[config.mk]
export PLATFORM = sky130hd
export DESIGN_NAME = footswitch_gesture_detector
export DESIGN_NICKNAME = d
export VERILOG_FILES = /design/src/hdl/fgd_pkg.sv /design/src/hdl/fgd_regs.sv /design/src/hdl/fgd_lane.sv /design/src/hdl/fgd_merge.sv /design/src/hdl/footswitch_gesture_detector.sv
export SDC_FILE = /design/constraint.sdc
export NUM_CORES = 1
export LEC_CHECK = 0
export BUFFER_PORTS_ARGS = -buffer_cell sky130_fd_sc_hd__buf_4
export CAP_MARGIN = 20
export CELL_PAD_IN_SITES_DETAIL_PLACEMENT = 0
export CELL_PAD_IN_SITES_GLOBAL_PLACEMENT = 1
export CORE_MARGIN = 4
export CORE_UTILIZATION = 50
export DETAILED_ROUTE_END_ITERATION = 16
export PLACE_DENSITY_LB_ADDON = 0.1
export SKIP_CTS_REPAIR_TIMING = 1
export SLEW_MARGIN = 20
export SYNTH_ARGS = -nofsm -noshare
export SYNTH_HDL_FRONTEND = slang
export SYNTH_SLANG_ARGS = --single-unit
[constraint.sdc]
create_clock -name clk_i -period 13.1 [get_ports clk_i]
set_input_delay 1.31 -clock clk_i [delete_from_list [all_inputs] [get_ports clk_i]]
set_output_delay 1.31 -clock clk_i [all_outputs]
set_load 0.02 [all_outputs]
[src/hdl/fgd_pkg.sv]
// Shared types and constants for the footswitch gesture detector.
// No dependencies; every other file in hdl/ imports this package.
package fgd_pkg;

  // Fixed widths of the poll and result fields
  localparam int unsigned FieldW      = 4;
  localparam int unsigned TimeW       = 32;
  localparam int unsigned CfgW        = 16;
  localparam int unsigned CountW      = 2;
  localparam int unsigned NumSwitchesDef = 4;

  // APB register map: register i at byte address 4*i
  localparam int unsigned ApbAddrW = 4;
  localparam int unsigned ApbDataW = 32;
  localparam int unsigned RegIdxW  = 2;

  localparam logic [RegIdxW-1:0] RegDebounce  = 2'd0;
  localparam logic [RegIdxW-1:0] RegLongPress = 2'd1;
  localparam logic [RegIdxW-1:0] RegClickGap  = 2'd2;

  // Reset values of the configuration registers
  localparam logic [CfgW-1:0] DebounceRst  = 16'd20;
  localparam logic [CfgW-1:0] LongPressRst = 16'd800;
  localparam logic [CfgW-1:0] ClickGapRst  = 16'd350;

  // Click counter codes
  localparam logic [CountW-1:0] CountNone   = 2'd0;
  localparam logic [CountW-1:0] CountSingle = 2'd1;
  localparam logic [CountW-1:0] CountDouble = 2'd2;
  localparam logic [CountW-1:0] CountMax    = 2'd3;

  typedef struct packed {
    logic [CfgW-1:0] debounce_time;
    logic [CfgW-1:0] long_press_time;
    logic [CfgW-1:0] multi_click_gap;
  } cfg_t;

  // What one lane reports for the current poll
  typedef struct packed {
    logic pressed;
    logic dbl;
    logic lng;
    logic dlng;
  } lane_res_t;

  // One result beat
  typedef struct packed {
    logic [FieldW-1:0] pressed_mask;
    logic [FieldW-1:0] double_events;
    logic [FieldW-1:0] long_events;
    logic [FieldW-1:0] double_long_events;
  } result_t;

endpackage

[src/hdl/fgd_regs.sv]
// APB configuration registers of the footswitch gesture detector.
// Depends on fgd_pkg for the register map, reset values and cfg_t.
module fgd_regs (
  input  logic                           clk_i,
  input  logic                           rst_ni,
  input  logic                           psel,
  input  logic                           penable,
  input  logic                           pwrite,
  input  logic [fgd_pkg::ApbAddrW-1:0]   paddr,
  input  logic [fgd_pkg::ApbDataW-1:0]   pwdata,
  output logic [fgd_pkg::ApbDataW-1:0]   prdata,
  output logic                           pready,
  output fgd_pkg::cfg_t                  cfg_o
);
  import fgd_pkg::*;

  cfg_t              cfg_q, cfg_d;
  logic [RegIdxW-1:0] idx;
  logic              wr_en;
  logic [CfgW-1:0]   rd_val;

  assign pready = 1'b1;
  assign idx    = paddr[RegIdxW+1:2];
  assign wr_en  = psel && penable && pwrite && pready;

  // Decode the write beat
  always_comb begin
    cfg_d = cfg_q;
    if (wr_en) begin
      case (idx)
        RegDebounce:  cfg_d.debounce_time   = pwdata[CfgW-1:0];
        RegLongPress: cfg_d.long_press_time = pwdata[CfgW-1:0];
        RegClickGap:  cfg_d.multi_click_gap = pwdata[CfgW-1:0];
        default: ;
      endcase
    end
  end

  always_ff @(posedge clk_i or negedge rst_ni) begin
    if (!rst_ni) begin
      cfg_q.debounce_time   <= DebounceRst;
      cfg_q.long_press_time <= LongPressRst;
      cfg_q.multi_click_gap <= ClickGapRst;
    end else begin
      cfg_q <= cfg_d;
    end
  end

  // Read back
  always_comb begin
    case (idx)
      RegDebounce:  rd_val = cfg_q.debounce_time;
      RegLongPress: rd_val = cfg_q.long_press_time;
      RegClickGap:  rd_val = cfg_q.multi_click_gap;
      default:      rd_val = '0;
    endcase
  end

  assign prdata = {{(ApbDataW-CfgW){1'b0}}, rd_val};
  assign cfg_o  = cfg_q;

endmodule

[src/hdl/fgd_lane.sv]
// One switch lane: debounce, click counting and hold timing for one pin.
// Depends on fgd_pkg for widths, counter codes, cfg_t and lane_res_t.
module fgd_lane (
  input  logic                        clk_i,
  input  logic                        rst_ni,
  input  logic                        accept_i,
  input  logic [fgd_pkg::TimeW-1:0]   now_i,
  input  logic                        raw_pressed_i,
  input  fgd_pkg::cfg_t               cfg_i,
  output fgd_pkg::lane_res_t          res_o
);
  import fgd_pkg::*;

  logic              pressed_q, pressed_d;
  logic [TimeW-1:0]  last_change_q, last_change_d;
  logic [TimeW-1:0]  last_press_q, last_press_d;
  logic [CountW-1:0] count_q, count_d;

  logic [TimeW-1:0]  since_change;
  logic [TimeW-1:0]  since_press;
  logic              settled;
  logic              gap_exceeded;
  logic              held_long;
  logic              change;
  lane_res_t         res;

  // Elapsed times, modulo 2^32
  assign since_change = now_i - last_change_q;
  assign since_press  = now_i - last_press_q;
  assign settled      = since_change >= {{(TimeW-CfgW){1'b0}}, cfg_i.debounce_time};
  assign gap_exceeded = since_press > {{(TimeW-CfgW){1'b0}}, cfg_i.multi_click_gap};
  assign held_long    = since_press >= {{(TimeW-CfgW){1'b0}}, cfg_i.long_press_time};
  assign change       = (raw_pressed_i != pressed_q) && settled;

  // Advance the lane state on an accepted level change
  always_comb begin
    pressed_d     = pressed_q;
    last_change_d = last_change_q;
    last_press_d  = last_press_q;
    count_d       = count_q;
    res           = '0;
    if (change) begin
      pressed_d     = raw_pressed_i;
      last_change_d = now_i;
      if (raw_pressed_i) begin
        last_press_d = now_i;
        if (gap_exceeded) begin
          count_d = CountSingle;
        end else begin
          if (count_q != CountMax) begin
            count_d = count_q + 1'b1;
          end
          res.dbl = (count_d == CountDouble);
        end
      end else if (held_long) begin
        res.lng  = (count_q == CountSingle);
        res.dlng = (count_q == CountDouble);
        count_d  = CountNone;
      end
    end
    res.pressed = pressed_d;
  end

  always_ff @(posedge clk_i or negedge rst_ni) begin
    if (!rst_ni) begin
      pressed_q     <= 1'b0;
      last_change_q <= '0;
      last_press_q  <= '0;
      count_q       <= CountNone;
    end else if (accept_i) begin
      pressed_q     <= pressed_d;
      last_change_q <= last_change_d;
      last_press_q  <= last_press_d;
      count_q       <= count_d;
    end
  end

  assign res_o = accept_i ? res : '0;

  // A debounced press always leaves at least one click counted
  a_press_counts: assert property (@(posedge clk_i) disable iff (!rst_ni)
    $rose(pressed_q) |-> (count_q != CountNone))
    else $error("press accepted without a click count");

  // A level change stamps the poll time
  a_change_stamp: assert property (@(posedge clk_i) disable iff (!rst_ni)
    (accept_i && change) |=> (last_change_q == $past(now_i)))
    else $error("level change did not record its timestamp");

  // No poll, no state change
  a_idle_hold: assert property (@(posedge clk_i) disable iff (!rst_ni)
    !accept_i |=> ($stable(pressed_q) && $stable(count_q) && $stable(last_press_q)))
    else $error("lane state moved without a poll");

endmodule

[src/hdl/fgd_merge.sv]
// Merge stage: gathers lane reports into one result beat and buffers it
// in an output register plus skid register. Depends on fgd_pkg.
module fgd_merge #(
  parameter int unsigned NumSwitches = fgd_pkg::NumSwitchesDef
) (
  input  logic                  clk_i,
  input  logic                  rst_ni,
  input  logic                  in_valid_i,
  output logic                  in_stall_o,
  output logic                  accept_o,
  input  fgd_pkg::lane_res_t    lane_res_i [NumSwitches],
  output logic                  out_valid_o,
  input  logic                  out_stall_i,
  output fgd_pkg::result_t      result_o
);
  import fgd_pkg::*;

  result_t merged;
  result_t out_q, skid_q;
  logic    out_vld_q, skid_vld_q;
  logic    accept;
  logic    out_take;

  // Collect the visible lanes; lanes beyond the field width stay hidden
  for (genvar j = 0; j < FieldW; j++) begin : g_bit
    if (j < NumSwitches) begin : g_lane
      assign merged.pressed_mask[j]       = lane_res_i[j].pressed;
      assign merged.double_events[j]      = lane_res_i[j].dbl;
      assign merged.long_events[j]        = lane_res_i[j].lng;
      assign merged.double_long_events[j] = lane_res_i[j].dlng;
    end else begin : g_none
      assign merged.pressed_mask[j]       = 1'b0;
      assign merged.double_events[j]      = 1'b0;
      assign merged.long_events[j]        = 1'b0;
      assign merged.double_long_events[j] = 1'b0;
    end
  end

  assign in_stall_o = skid_vld_q;
  assign accept     = in_valid_i && !skid_vld_q;
  assign out_take   = out_vld_q && !out_stall_i;
  assign accept_o   = accept;

  // Output register with skid: fill the output when it drains, else park
  always_ff @(posedge clk_i or negedge rst_ni) begin
    if (!rst_ni) begin
      out_vld_q  <= 1'b0;
      skid_vld_q <= 1'b0;
    end else if (out_take || !out_vld_q) begin
      out_vld_q  <= skid_vld_q || accept;
      skid_vld_q <= 1'b0;
    end else if (accept) begin
      skid_vld_q <= 1'b1;
    end
  end

  always_ff @(posedge clk_i) begin
    if (out_take || !out_vld_q) begin
      if (skid_vld_q) begin
        out_q <= skid_q;
      end else if (accept) begin
        out_q <= merged;
      end
    end else if (accept) begin
      skid_q <= merged;
    end
  end

  assign out_valid_o = out_vld_q;
  assign result_o    = out_q;

  // The skid register only fills behind a held output beat
  a_skid_order: assert property (@(posedge clk_i) disable iff (!rst_ni)
    skid_vld_q |-> out_vld_q)
    else $error("skid register full with output register empty");

  // A release cannot be long and double-long at once
  a_long_excl: assert property (@(posedge clk_i) disable iff (!rst_ni)
    out_vld_q |-> ((out_q.long_events & out_q.double_long_events) == '0))
    else $error("long and double-long on the same switch");

  // Double events come with a press, long events with a release
  a_double_pressed: assert property (@(posedge clk_i) disable iff (!rst_ni)
    out_vld_q |-> ((out_q.double_events & ~out_q.pressed_mask) == '0))
    else $error("double event on a released switch");

  a_long_released: assert property (@(posedge clk_i) disable iff (!rst_ni)
    out_vld_q |-> (((out_q.long_events | out_q.double_long_events)
                    & out_q.pressed_mask) == '0))
    else $error("long event on a pressed switch");

endmodule

[src/hdl/footswitch_gesture_detector.sv]
// Footswitch gesture detector: one poll per cycle while the poll side is not
// stalled, one result per poll. A poll is a timestamp plus raw pin levels; its
// result beat goes into the output register, or into the skid stage while the
// output beat is held. Each switch has its own lane that debounces the pin,
// counts clicks and times the hold with two 32-bit subtractions feeding three
// compares; these set the clock rate. An output register with a skid stage
// holds up to two finished beats. A poll is still taken while the consumer
// stalls, unless the skid stage is full; it fills when a poll is taken while
// the consumer stalls on a full output register. A pin reading low is pressed.
// Configuration sits on the APB port at byte addresses 0, 4 and 8.
module footswitch_gesture_detector #(
  parameter int unsigned NUM_SWITCHES = fgd_pkg::NumSwitchesDef
) (
  input  logic                          clk_i,
  input  logic                          rst_ni,
  // APB configuration
  input  logic                          psel,
  input  logic                          penable,
  input  logic                          pwrite,
  input  logic [fgd_pkg::ApbAddrW-1:0]  paddr,
  input  logic [fgd_pkg::ApbDataW-1:0]  pwdata,
  output logic [fgd_pkg::ApbDataW-1:0]  prdata,
  output logic                          pready,
  // Poll channel
  input  logic                          in_valid_i,
  output logic                          in_stall_o,
  input  logic [fgd_pkg::TimeW-1:0]     now_ms_i,
  input  logic [fgd_pkg::FieldW-1:0]    pin_levels_i,
  // Result channel
  output logic                          out_valid_o,
  input  logic                          out_stall_i,
  output logic [fgd_pkg::FieldW-1:0]    pressed_mask_o,
  output logic [fgd_pkg::FieldW-1:0]    double_events_o,
  output logic [fgd_pkg::FieldW-1:0]    long_events_o,
  output logic [fgd_pkg::FieldW-1:0]    double_long_events_o
);
  import fgd_pkg::*;

  cfg_t      cfg;
  logic      accept;
  lane_res_t lane_res [NUM_SWITCHES];
  result_t   result;

  fgd_regs u_regs (
    .clk_i   (clk_i),
    .rst_ni  (rst_ni),
    .psel    (psel),
    .penable (penable),
    .pwrite  (pwrite),
    .paddr   (paddr),
    .pwdata  (pwdata),
    .prdata  (prdata),
    .pready  (pready),
    .cfg_o   (cfg)
  );

  // One lane per switch; switches past the pin field read as pressed
  for (genvar i = 0; i < NUM_SWITCHES; i++) begin : g_lane
    logic raw_pressed;
    if (i < FieldW) begin : g_pin
      assign raw_pressed = !pin_levels_i[i];
    end else begin : g_nopin
      assign raw_pressed = 1'b1;
    end

    fgd_lane u_lane (
      .clk_i         (clk_i),
      .rst_ni        (rst_ni),
      .accept_i      (accept),
      .now_i         (now_ms_i),
      .raw_pressed_i (raw_pressed),
      .cfg_i         (cfg),
      .res_o         (lane_res[i])
    );
  end

  fgd_merge #(
    .NumSwitches (NUM_SWITCHES)
  ) u_merge (
    .clk_i       (clk_i),
    .rst_ni      (rst_ni),
    .in_valid_i  (in_valid_i),
    .in_stall_o  (in_stall_o),
    .accept_o    (accept),
    .lane_res_i  (lane_res),
    .out_valid_o (out_valid_o),
    .out_stall_i (out_stall_i),
    .result_o    (result)
  );

  assign pressed_mask_o       = result.pressed_mask;
  assign double_events_o      = result.double_events;
  assign long_events_o        = result.long_events;
  assign double_long_events_o = result.double_long_events;

endmodule
Yosys cells after proc, flatten, opt, wreduce, memory -nomap -nowiden
Index checks and enable logic that the tools add are counted.
{ "totals": {"register_bits": 350, "latchBits": 0, "ram_bits": 0, "mem_bits_ro": 0, "in_bits": 79, "out_inout_bits": 51, "wordCells": 178, "memories": 0} }
{ "classes": {"n_addsub": 12, "n_mul": 0, "div": 0, "order_cmp": 12, "eq_ne": 26, "shift": 0, "n_mux": 57, "bitwise_logic": 5, "n_reduce_logical": 37} }
{ "op_table": {"columns": ["operator", "n"], "rows": [
  ["$ge A32 B16 Y1", 8],
  ["$sub A32 B32 Y32", 8],
  ["$gt A32 B16 Y1", 4],
  ["$mux W2", 36],
  ["$pmux W16 S3", 1],
  ["$mux W16", 2],
  ["$reduce_and A3 Y1", 8],
  ["$eq A2 B2 Y1 const B", 9],
  ["$reduce_and A2 Y1", 9],
  ["$mux W1", 14],
  ["$mux W3", 4],
  ["$eq A2 B1 Y1 const B", 5],
  ["$add A2 B1 Y2 const B", 4],
  ["$logic_and A1 B1 Y1", 8],
  ["$ne A2 B1 Y1 const B", 4],
  ["$ne A2 B2 Y1 const B", 4],
  ["$logic_not A1 Y1", 7],
  ["$not A1 Y1", 5],
  ["$ne A1 B1 Y1", 4],
  ["$reduce_bool A2 Y1", 2],
  ["$logic_not A2 Y1", 1],
  ["$logic_or A1 B1 Y1", 2]
]} }

Depth between registers and ports, before layout
{ "depth": {"word_depth": 11, "mapped_depth": 26, "depth_no_buf": 24} }

Hierarchy
From an unflattened synthesis, not the netlist that was laid out.
{ "hier_totals": {"hier_cells": 4154, "area_unflattened_um2": 35949.5} }
{ "by_module_without_submodules": {"columns": ["module", "n_inst", "cells_per_inst", "area_per_inst_um2", "seq_area_each_um2"], "rows": [
  ["fgd_lane at g_lane[0].u_lane ...", 3, 977, 7900.1, 1676.6],
  ["fgd_lane at g_lane[1].u_lane", 1, 984, 8574.5, 1676.6],
  ["fgd_regs", 1, 178, 2346.0, 1214.9],
  ["fgd_merge", 1, 57, 1313.8, 1011.0],
  ["footswitch_gesture_detector", 1, 4, 15.0, 0.0]
]} }

Worst setup path after synthesis
No wires, ideal clock.
{ "synth_timing": {"kind": "input port to flip-flop", "start": "input port now_ms_i[0] (netlist name)", "end": "register g_lane[3].u_lane.last_press_q[27]", "setup_time_ns": 0.127, "arrival_time_ns": 6.144, "t_required_ns": 12.973, "slack_ns": 6.829, "path_stages": 25, "path_buffers": 2, "path_cell_list": "inv_1 > ha_1 > inv_1 > fa_1 > a211oi_1 > o21ai_0 > nand3_1 > nand2_1 > a21oi_1 > o21bai_1 > a21oi_1 > xnor2_1 > ha_1 > a21o_1 > a21oi_1 > o31ai_1 > or4_1 > or4_1 > a211oi_2 > o2111ai_1 > nor4_4 > or4_1 > buf_6 > buf_6 > mux2_1"} }
{ "synth_between": {"elab_chain_cells": 4} }
{ "synth_rtl": {"columns": ["item", "line", "source"], "rows": [
  ["from (decl)", "footswitch_gesture_detector.sv:27", "input logic [fgd_pkg::TimeW-1:0] now_ms_i,"],
  ["$sub A32 B32 Y32", "fgd_lane.sv:28", "assign since_change = now_i - last_change_q;"],
  ["$ge A32 B16 Y1", "fgd_lane.sv:30", "assign settled = since_change >= {{(TimeW-CfgW){1'b0}}, cfg_i.debounce_time};"],
  ["$logic_and A1 B1 Y1", "fgd_lane.sv:33", "assign change = (raw_pressed_i != pressed_q) && settled;"],
  ["$reduce_and A3 Y1 (no line)", null, null],
  ["to (signal assigned)", "fgd_lane.sv:73", "last_press_q <= last_press_d;"],
  ["to (decl)", "fgd_lane.sv:16", "logic [TimeW-1:0] last_press_q, last_press_d;"]
]} }
No other way between the ends.
A chain may end at the register's enable or synchronous reset.

Worst setup path in the final report
{ "layout_timing": {"start": "input port now_ms_i[0] (netlist name)", "end": "register g_lane[3].u_lane.last_press_q[4]"} }
The elaborated chain is that of the path after synthesis.

==> flow_summary_export.csv <==
group,metric,value,unit
die,core_area,67400,µm²
run_status,status,"complete, no violations",
die,die_x,269,µm
grt,grt_pass1_vias,28931,
clock_network,clk_latency,0.59,ns
timing,tightest_slew,1.06,ns
timing,fin_crit_sh,0.563,
power_and_ir_drop,p_per_area,200,nW/µm²
route,drtIter0Drc,2150,
clock_network,h-tree-depth,2,
critical_path,crit_top_cell,"a21oi_1",
route,ant_nets,0,
die,initial_core_util,0.507,
critical_path,cp_num_buf_inv,3,
grt,antenna_found_initial,1,
grt,grt_pass1_wl,166,mm
critical_path,start_kind,"primary input",
critical_path,critical_path_class,"primary input to register",
power_and_ir_drop,ir_drop,124,µV
job,maxCapViolCount,0,
route,wl_per_cell,21.8,µm
yosys,netlist_top_cells_count,"440 x ha_1, 383 x nand2_1, 371 x inv_1, 316 x a21oi_1, 307 x dfrtp_1",
timing,setup_viol,0,
placement,gp_congestion,0.902,
yosys,syn_area,34200,µm²
placement,dpl_worst_slack,5.12,ns
critical_path,cpLargestDelayFamily,"simple AND/OR/NAND/NOR gates",
die,ioPinCount,130,
grt,grt_max_degree,103,
critical_path,endpoint_kind,"register",
timing,rsz0062_at_grt,"no",
timing,tns,0,ns
yosys,yosysMostFrequentCell,"ha_1",
timing,timing.final.max_slew_violations,0,
yosys,async_flop_share,0.909,
yosys,yosys_warnings,0,
clock_network,root_buffer,"clkbuf_16",
yosys,synth_ff_type,"dfrtp_1",
route,drt-pass1-iter-count,5,
critical_path,critical_path.cell_chain,"buf_4 -> inv_1 -> ha_1 -> inv_1 -> fa_1 -> a211oi_1 -> o21ai_0 -> nand3_1 -> nand2_1 -> a21oi_1 -> o21bai_1 -> a21oi_1 -> xnor2_1 -> ha_1 -> a21o_1 -> a21oi_1 -> o31ai_1 -> or4_1 -> or4_1 -> a211oi_2 -> o2111ai_1 -> nor4_4 -> or4_2 -> mux2_2",
yosys,synth.area.top_cells,"dfrtp_1 22%, ha_1 16%, mux2_2 5.4%",
timing,skew,0.0189,ns
yosys,yosys.area.top_type,"dfrtp_1",
clock_network,clkTransAtPathRegs,0.06,ns
layout,nNetsFinal,4557,
yosys,syn_avg_cell_area,8.53,µm²
critical_path,worst_ep_arrival_time,7.83,ns
clock_network,cts.path.max_buffers,3,
die,dieArea,72600,µm²
yosys,ys_types,103,
route,drcViolationCount,0,
hold_path,hold_class,"register to register",
timing,fmax,136,MHz
grt,track_usage,0.288,
die,rows,95,
critical_path,cp_slowest_cell,"or4_2",
placement,dp_hpwl,80.3,mm
critical_path,slowest_delay,0.91,ns
hold_path,hp-start,"g_lane[3].u_lane.last_change_q[1]$_DFFE_PN0P_",
layout,layout-drive-gt1-share,0.109,
yosys,synth-seq-cells,350,
critical_path,worstPathRequired,13.56,ns
clock_network,cts_tree,"done",
grt,grt-ovfl-total,0,
yosys,syn_inst,4005,
placement,placement.io_buffers,94,
die,die_h,269,µm
route,drt_wl_total,108,mm
layout,diodes,0,
clock_network,cts_made_buffers,47,
yosys,synth_top_area_frac,0.225,
route,vias,30002,
critical_path,startpoint,"now_ms_i[0]",
power_and_ir_drop,leakage,0.0170,µW
layout,syn_to_final_growth,8.09,%
critical_path,crit_fanout,36,
critical_path,r2r-start,"g_lane[3].u_lane.last_change_q[0]$_DFFE_PN0P_",
clock_network,clock-sinks,350,
timing,fin_ws,5.73,ns
yosys,seq_area_frac_synth,0.261,
timing,max_slew_margin,0.290,
route,viasPerCell,6.08,
yosys,synth-edff-count,32,
timing,fin_crit,7.37,ns
timing,hold_viol_final,0,
==> final timing paths <==
path	end	cells after the start	slack [ns]
setup / recovery	g_lane[3].u_lane.last_press_q[4]$_DFFE_PN0P_	24	5.73
hold / removal	g_lane[3].u_lane.last_change_q[1]$_DFFE_PN0P_	2	0.49
setup reg to reg	g_lane[3].u_lane.last_press_q[4]$_DFFE_PN0P_	22	6.71
hold reg to reg	g_lane[3].u_lane.last_change_q[1]$_DFFE_PN0P_	2	0.49
max in group asynchronous	g_lane[1].u_lane.last_change_q[30]$_DFFE_PN0P_	3	10.27
min in group asynchronous	g_lane[2].u_lane.last_press_q[15]$_DFFE_PN0P_	1	0.79
==> through the flow <==
stage / power [µW] / utilization / cell area (µm²) / std cells / hold WS [ns]
CTS: 7390 / 0.548 / 36900 / 4938 / 0.488
floorplan: 4910 / - / 34200 / 4020 / 0.449
finish: 7400 / 0.548 / 36900 / 4938 / 0.487
global route: 8070 / 0.548 / 36900 / 4938 / 0.496
global placement: 6000 / 0.525 / 35400 / 4854 / 0.466
detailed placement: 6050 / 0.525 / 35400 / 4854 / 0.475
==> layout make-up <==
| class | instances | area [µm²] |
|---|---|---|
| fill | 6437 | 30500 |
| multi-input combinational | 3147 | 23100 |
| sequential | 350 | 8930 |
| clock buffer | 58 | 1250 |
| clock inverter | 26 | 272 |
| tap | 873 | 1090 |
| inverter | 372 | 1400 |
| timing repair buffer | 112 | 848 |
==> cells in the final DEF, fill, tap and decap left out, types with 15 or more instances in the layout <==
master,instances
ha_1,440
nand2_1,383
inv_1,371
a21oi_1,316
dfrtp_1,307
o21ai_0,303
nor2_1,192
mux2_2,165
a21o_1,122
buf_4,111
xnor2_1,98
nand4_1,86
xor2_1,73
nor3_1,65
nand3_1,63
o21a_1,57
a211oi_1,48
clkbuf_16,47
mux2i_1,44
o211ai_1,41
nor2b_1,39
mux2_1,34
edfxtp_1,32
nand2b_1,31
and3_1,31
a31oi_1,30
o2111ai_1,29
or3_1,29
o21bai_1,28
a2111oi_0,23
o31ai_1,22
nor4_1,21
mux2_4,20
a21boi_0,18
and2_1,17
conb_1,17
or2_2,16
or4_1,15
==> flip-flops by register name (all words and copies together) (netlist names) <==
signal / flops
u_merge.in_stall_o: 1
g_lane.u_lane.pressed_q: 4
g_lane.u_lane.count_q: 8
u_merge.skid_q: 16
u_merge.out_valid_o: 1
g_lane.u_lane.last_change_q: 128
u_regs.cfg_o: 48
u_merge.result_o: 16
g_lane.u_lane.last_press_q: 128
==> layer usage <==
layer	track usage	wire length, µm
met4	0.111	4720
met2	0.484	49900
met5	0	0
met3	0.0315	4620
met1	0.383	48500
==> where the power goes <==
group / leakage [µW] / internal (µW) / switching [µW]
clock network: 0.000730 / 772 / 528
logic: 0.0122 / 1860 / 2720
registers: 0.00410 / 1380 / 138
total: 0.0170 / 4010 / 3390
==> worst register-to-register path, stage by stage, from the launching register on <==
cell       delay [ns]
dfrtp_1          0.35
ha_1             0.16
inv_1            0.06
fa_1             0.42
a211oi_1         0.25
o21ai_0          0.26
nand3_1          0.16
nand2_1          0.09
a21oi_1          0.16
o21bai_1         0.12
a21oi_1          0.19
xnor2_1          0.14
ha_1             0.26
a21o_1           0.17
a21oi_1          0.23
o31ai_1          0.10
or4_1            0.41
or4_1            0.53
a211oi_2         0.15
o2111ai_1        0.22
nor4_4           0.47
or4_2            0.91
mux2_2           0.45
==> cell families after synthesis <==
logic type / share of synthesized area
xor gates and xnor gates: 0.0446
DFF: 0.261
buffers and inverters: 0.0638
AOI/OAI and AO/OA: 0.229
other: 0.000220
adders and majority gates: 0.166
muxes: 0.0873
and+or+nand+nor: 0.148
No activity file was read; power rests on OpenSTA's default activity.
